File: src/fsr_pkg.sv
// shared types and constants for the framebuffer shape rasterizer
// used by fsr_ctrl, fsr_datapath and framebuffer_shape_rasterizer
`timescale 1ns / 1ps

package fsr_pkg;

   localparam int FRAME_WIDTH_DEF  = 128;
   localparam int FRAME_HEIGHT_DEF = 128;

   // width of scan coordinates and box sizes
   localparam int DIM_W = 11;

   localparam logic [3:0] KIND_CLEAR = 4'd0;
   localparam logic [3:0] KIND_HLINE = 4'd1;
   localparam logic [3:0] KIND_VLINE = 4'd2;
   localparam logic [3:0] KIND_FILL  = 4'd3;
   localparam logic [3:0] KIND_RECT  = 4'd4;
   localparam logic [3:0] KIND_GRID  = 4'd5;
   localparam logic [3:0] KIND_RING  = 4'd6;
   localparam logic [3:0] KIND_DISC  = 4'd7;
   localparam logic [3:0] KIND_READ  = 4'd8;

   localparam logic [1:0] STATUS_OK       = 2'd0;
   localparam logic [1:0] STATUS_CLIP     = 2'd1;
   localparam logic [1:0] STATUS_ZERO_DIV = 2'd2;

   typedef enum logic [3:0] {
      ST_INIT_LOAD,
      ST_INIT_SCAN,
      ST_IDLE,
      ST_SETUP,
      ST_SCAN,
      ST_GRID_START,
      ST_GRID_DIV,
      ST_GRID_LOAD,
      ST_GRID_SCAN,
      ST_GRID_NEXT,
      ST_READ,
      ST_READ_WAIT,
      ST_DONE
   } state_type;

   typedef enum logic {
      BOX_CMD,
      BOX_GRID
   } box_src_type;

   typedef struct packed {
      logic        latch;
      logic        scan_load;
      box_src_type box_src;
      logic        scan_step;
      logic        grid_init;
      logic        grid_adv;
      logic        div_start;
      logic        read_issue;
      logic        rsp_fire;
   } ctl_type;

   typedef struct packed {
      logic [3:0] kind;
      logic       zero_div;
      logic       scan_end;
      logic       div_busy;
      logic       grid_last;
      logic       grid_vert;
   } sts_type;

endpackage

File: src/fsr_ctrl.sv
// command sequencer of the framebuffer shape rasterizer
// depends on fsr_pkg; drives fsr_datapath through ctl_type, watches sts_type
`timescale 1ns / 1ps

module fsr_ctrl (
   input  logic             clock,
   input  logic             reset,
   input  logic             start,
   output logic             busy,
   input  fsr_pkg::sts_type sts,
   output fsr_pkg::ctl_type ctl
);

   fsr_pkg::state_type state_ff, state_in;

   always_ff @(posedge clock) begin
      if (reset) begin
         state_ff <= fsr_pkg::ST_INIT_LOAD;
      end else begin
         state_ff <= state_in;
      end
   end

   always_comb begin
      state_in = state_ff;
      case (state_ff)
         fsr_pkg::ST_INIT_LOAD: state_in = fsr_pkg::ST_INIT_SCAN;
         fsr_pkg::ST_INIT_SCAN: begin
            if (sts.scan_end) state_in = fsr_pkg::ST_IDLE;
         end
         fsr_pkg::ST_IDLE: begin
            if (start) state_in = fsr_pkg::ST_SETUP;
         end
         fsr_pkg::ST_SETUP: begin
            if (sts.kind inside {[fsr_pkg::KIND_CLEAR:fsr_pkg::KIND_RECT],
                                 fsr_pkg::KIND_RING, fsr_pkg::KIND_DISC}) begin
               state_in = fsr_pkg::ST_SCAN;
            end else if (sts.kind == fsr_pkg::KIND_GRID) begin
               state_in = sts.zero_div ? fsr_pkg::ST_DONE : fsr_pkg::ST_GRID_START;
            end else if (sts.kind == fsr_pkg::KIND_READ) begin
               state_in = fsr_pkg::ST_READ;
            end else begin
               state_in = fsr_pkg::ST_DONE;
            end
         end
         fsr_pkg::ST_SCAN: begin
            if (sts.scan_end) state_in = fsr_pkg::ST_DONE;
         end
         fsr_pkg::ST_GRID_START: state_in = fsr_pkg::ST_GRID_DIV;
         fsr_pkg::ST_GRID_DIV: begin
            if (!sts.div_busy) state_in = fsr_pkg::ST_GRID_LOAD;
         end
         fsr_pkg::ST_GRID_LOAD: state_in = fsr_pkg::ST_GRID_SCAN;
         fsr_pkg::ST_GRID_SCAN: begin
            if (sts.scan_end) begin
               state_in = (sts.grid_last && sts.grid_vert) ? fsr_pkg::ST_DONE
                                                           : fsr_pkg::ST_GRID_NEXT;
            end
         end
         fsr_pkg::ST_GRID_NEXT: state_in = fsr_pkg::ST_GRID_START;
         fsr_pkg::ST_READ:      state_in = fsr_pkg::ST_READ_WAIT;
         fsr_pkg::ST_READ_WAIT: state_in = fsr_pkg::ST_DONE;
         fsr_pkg::ST_DONE:      state_in = fsr_pkg::ST_IDLE;
         default:               state_in = fsr_pkg::ST_INIT_LOAD;
      endcase
   end

   always_comb begin
      ctl            = '0;
      ctl.box_src    = fsr_pkg::BOX_CMD;
      busy           = (state_ff != fsr_pkg::ST_IDLE);
      case (state_ff)
         fsr_pkg::ST_INIT_LOAD: ctl.scan_load = 1'b1;
         fsr_pkg::ST_INIT_SCAN: ctl.scan_step = 1'b1;
         fsr_pkg::ST_IDLE:      ctl.latch     = start;
         fsr_pkg::ST_SETUP: begin
            ctl.scan_load = 1'b1;
            ctl.grid_init = 1'b1;
         end
         fsr_pkg::ST_SCAN:       ctl.scan_step = 1'b1;
         fsr_pkg::ST_GRID_START: ctl.div_start = 1'b1;
         fsr_pkg::ST_GRID_LOAD: begin
            ctl.scan_load = 1'b1;
            ctl.box_src   = fsr_pkg::BOX_GRID;
         end
         fsr_pkg::ST_GRID_SCAN: ctl.scan_step  = 1'b1;
         fsr_pkg::ST_GRID_NEXT: ctl.grid_adv   = 1'b1;
         fsr_pkg::ST_READ:      ctl.read_issue = 1'b1;
         fsr_pkg::ST_DONE:      ctl.rsp_fire   = 1'b1;
         default:               ctl.latch      = 1'b0;
      endcase
   end

endmodule

File: config.mk
export PLATFORM = sky130hd
export DESIGN_NAME = fsr_ctrl
export DESIGN_NICKNAME = d
export VERILOG_FILES = /design/src/fsr_pkg.sv /design/src/fsr_ctrl.sv
export SDC_FILE = /design/constraint.sdc
export NUM_CORES = 1
export LEC_CHECK = 0
export ABC_CLOCK_PERIOD_IN_PS = 1500
export BUFFER_PORTS_ARGS = -buffer_cell sky130_fd_sc_hd__buf_2
export CORE_AREA = 2 2 39 41
export CTS_CLUSTER_SIZE = 16
export DETAILED_ROUTE_END_ITERATION = 10
export DIE_AREA = 0 0 41 43
export HOLD_SLACK_MARGIN = 0.12
export PLACE_DENSITY = 0.64
export SLEW_MARGIN = 40
export SYNTH_ARGS = -nofsm -noshare
export SYNTH_HDL_FRONTEND = slang
export SYNTH_SLANG_ARGS = --single-unit
export TNS_END_PERCENT = 20
File: constraint.sdc
create_clock -name clock -period 1.5 [get_ports clock]
set_input_delay 0.15 -clock clock [delete_from_list [all_inputs] [get_ports clock]]
set_output_delay 0.15 -clock clock [all_outputs]
set_load 0.01 [all_outputs]
==> run_results.csv <==
group,metric,value,unit
run_status,status,"complete, no violations",
floorplan,coreArea,1380,um2
timing,setup_viol,0,
floorplan,fp.dieH,43,um
floorplan,rows,14,
critical_path,critPathMaxStageDelay,0.44,ns
yosys,seq_area_frac_synth,15.5,%
final_layout,diodes,0,
final_layout,nets,106,
pwr,p_per_area,2100,nW/um2
timing,holdWs,0.162,ns
yosys,synth_common_cells,"nand2_1 (8), nor2_1 (5), a21oi_1 (4), buf_2 (4), dfxtp_1 (4)",
drt,vias_per_cell,5.47,
grt,grt_pass1_vias,473,
timing,timing.final.crit_share,93.8,%
yosys,yosys_warnings,0,
place,numPortBuffers,21,
cts,tritoncts,"built",
timing,slew_headroom,80.2,%
critical_path,path_cells,"xor2_2 > nor2_1 > nor3b_1 > buf_2",
floorplan,pin_count,22,
critical_path,critPathKind,"register to primary output",
timing,final.setup.tns,0,ns
yosys,ys_async_sr_fraction,0,%
final_layout,fill_cells,151,
drt,final_antenna_net_count,0,
yosys,syn_area_per_cell,7.47,um2
timing,slew_viol_final,0,
critical_path,end_kind,"primary output",
cts,cts_setup_buffers,0,
drt,wl_per_cell,11.7,um
place,hpwlAfterDp,971,um
critical_path,critical_path.max_fanout,17,
yosys,synth-edff-count,0,
cts,htreeDepth,1,
yosys,synthTopCellsByArea,"dfxtp_1 (16%), nand2_1 (5.8%), buf_6 (4.4%), o211ai_1 (4.4%), a21oi_1 (3.9%)",
final_layout,syn2layout_area_growth,31.3,%
yosys,yosys.area.top_type,"dfxtp_1",
min_path,min_path_type,"primary input to register",
timing,skew,0.00206,ns
pwr,leakage,0.304,nW
yosys,synthCells,69,
critical_path,crit_arrival,1.26,ns
cts,cts.sinks,4,
cts,cts-root-buf,"clkbuf_4",
cts,holdBufCountCts,0,
critical_path,startpoint_type,"register",
final_layout,seqCellArea,86.3,um2
cts,cts_made_buffers,3,
yosys,synth_seq_cells,4,
grt,grt_max_degree,18,
cts,worstSkewPairLatency,0.23,ns
timing,max_slew.worst_pin.slew,0.296,ns
yosys,synth_nets,81,
cts,clkTransAtPathRegs,0.04,ns
yosys,synth_most_common_cell,"nand2_1",
cts,max-clock-path-buffers,2,
timing,final_hold_viol_count,0,
job,drv_cap,0,
final_layout,final_layout_size_suffix_gt1_share,43.5,%
grt,grtUsageTotal,16.0,%
drt,drc,0,
final_layout,reg_top3,"state_ff x4",
timing,min_period,1.41,ns
final_layout,final_util,48.9,%
pwr,p_total,1.42,mW
pwr,max-vdd-ir-drop,0.00104,V
critical_path,slowest_stage,"dfxtp_4",
yosys,ys_types,36,
floorplan,die-area,1760,um2
drt,num_vias,591,
timing,rsz0062_at_grt,"no",
floorplan,die_x,41,um
cts,cts_resized,2,
drt,drt_iter0_drc,9,
critical_path,cp.required,1.35,ns
grt,grt_first_pass_wirelength,1990,um
grt,overflow,0,
final_layout,multi_input_area,382,um2
final_layout,largest_register,"state_ff",
drt,wirelength,1270,um
yosys,synth_area,515,um2
place,place_congestion,0.800,
yosys,yosysTopAreaCellShare,15.5,%
grt,antenna_found_initial,0,
drt,drt_first_pass_iters,4,
timing,fmax,711,MHz
yosys,synth_ff_type,"dfxtp_1",
final_layout,largest_reg_flops,4,
floorplan,start_util,37.3,%
## per-layer routing
metal | vias to the layer above | global-route usage (%) | part of all wire [%] | wire [um]
met5 | - | 0 | 0 | 0
li1 | 306 | - | - | -
met4 | 0 | 2.00 | 0 | 0
met1 | 270 | 20.6 | 46 | 581
met3 | 0 | 4.71 | 4.6 | 58
met2 | 15 | 25.9 | 49 | 625
## through the flow
step | setup WS, ns | instance area, um2 | instances
3_5_place_dp | 0.0310 | 648 | 105
2_1_floorplan | 0.316 | 515 | 69
4_1_cts | 0.0128 | 673 | 108
6_report | 0.0936 | 677 | 108
3_3_place_gp | 0.0648 | 648 | 105
5_1_grt | 0.00331 | 677 | 108
## worst max-delay path: cells and delay by family, from the launching register on
family                 cells  cell delay (ns)
XOR/XNOR                   1             0.21
buffers and inverters      1             0.15
flip-flops                 1             0.44
AND/OR/NAND/NOR            2             0.22
## final timing paths
path	to	cells past startpoint	slack, ns	start
max	ctl[5]	4	0.09	state_ff[3]
min	state_ff[3]	2	0.16	reset
max reg2reg	state_ff[2]	5	0.21	state_ff[0]
min reg2reg	state_ff[3]	2	0.57	state_ff[3]
## placed cells by master, fill, tap and decap left out, types with 2 or more instances in the layout
cell	n
a211oi_1	2
a21oi_1	4
and3_1	2
buf_2	21
buf_4	4
clkbuf_4	3
dfxtp_2	2
inv_1	2
nand2_1	8
nand2b_1	3
nor2_1	5
nor2b_1	2
nor3_1	3
o211ai_1	3
o21ai_0	2
o21ai_1	2
## area by class of cell
type                            count  area share (%)
Clock buffer                        3            3.33
Sequential cell                     4            12.8
Tap cell                           16            2.96
Multi-Input combinational cell     56            56.4
Inverter                            3            1.66
Timing Repair Buffer               26            22.9
## cell families after synthesis
logic type / synth area share [%]
AOI/OAI and AO/OA: 34.0
and+or+nand+nor: 36.9
xor gates and xnor gates: 3.16
DFF: 15.5
buffers and inverters: 10.4
## power breakdown
group / total (mW) / switching (mW) / internal (mW)
Sequential: 0.321 / 0.146 / 0.175
Combinational: 0.973 / 0.508 / 0.465
Clock: 0.131 / 0.0412 / 0.0893
Total: 1.42 / 0.695 / 0.730
Power figures use the tool's default switching activity.
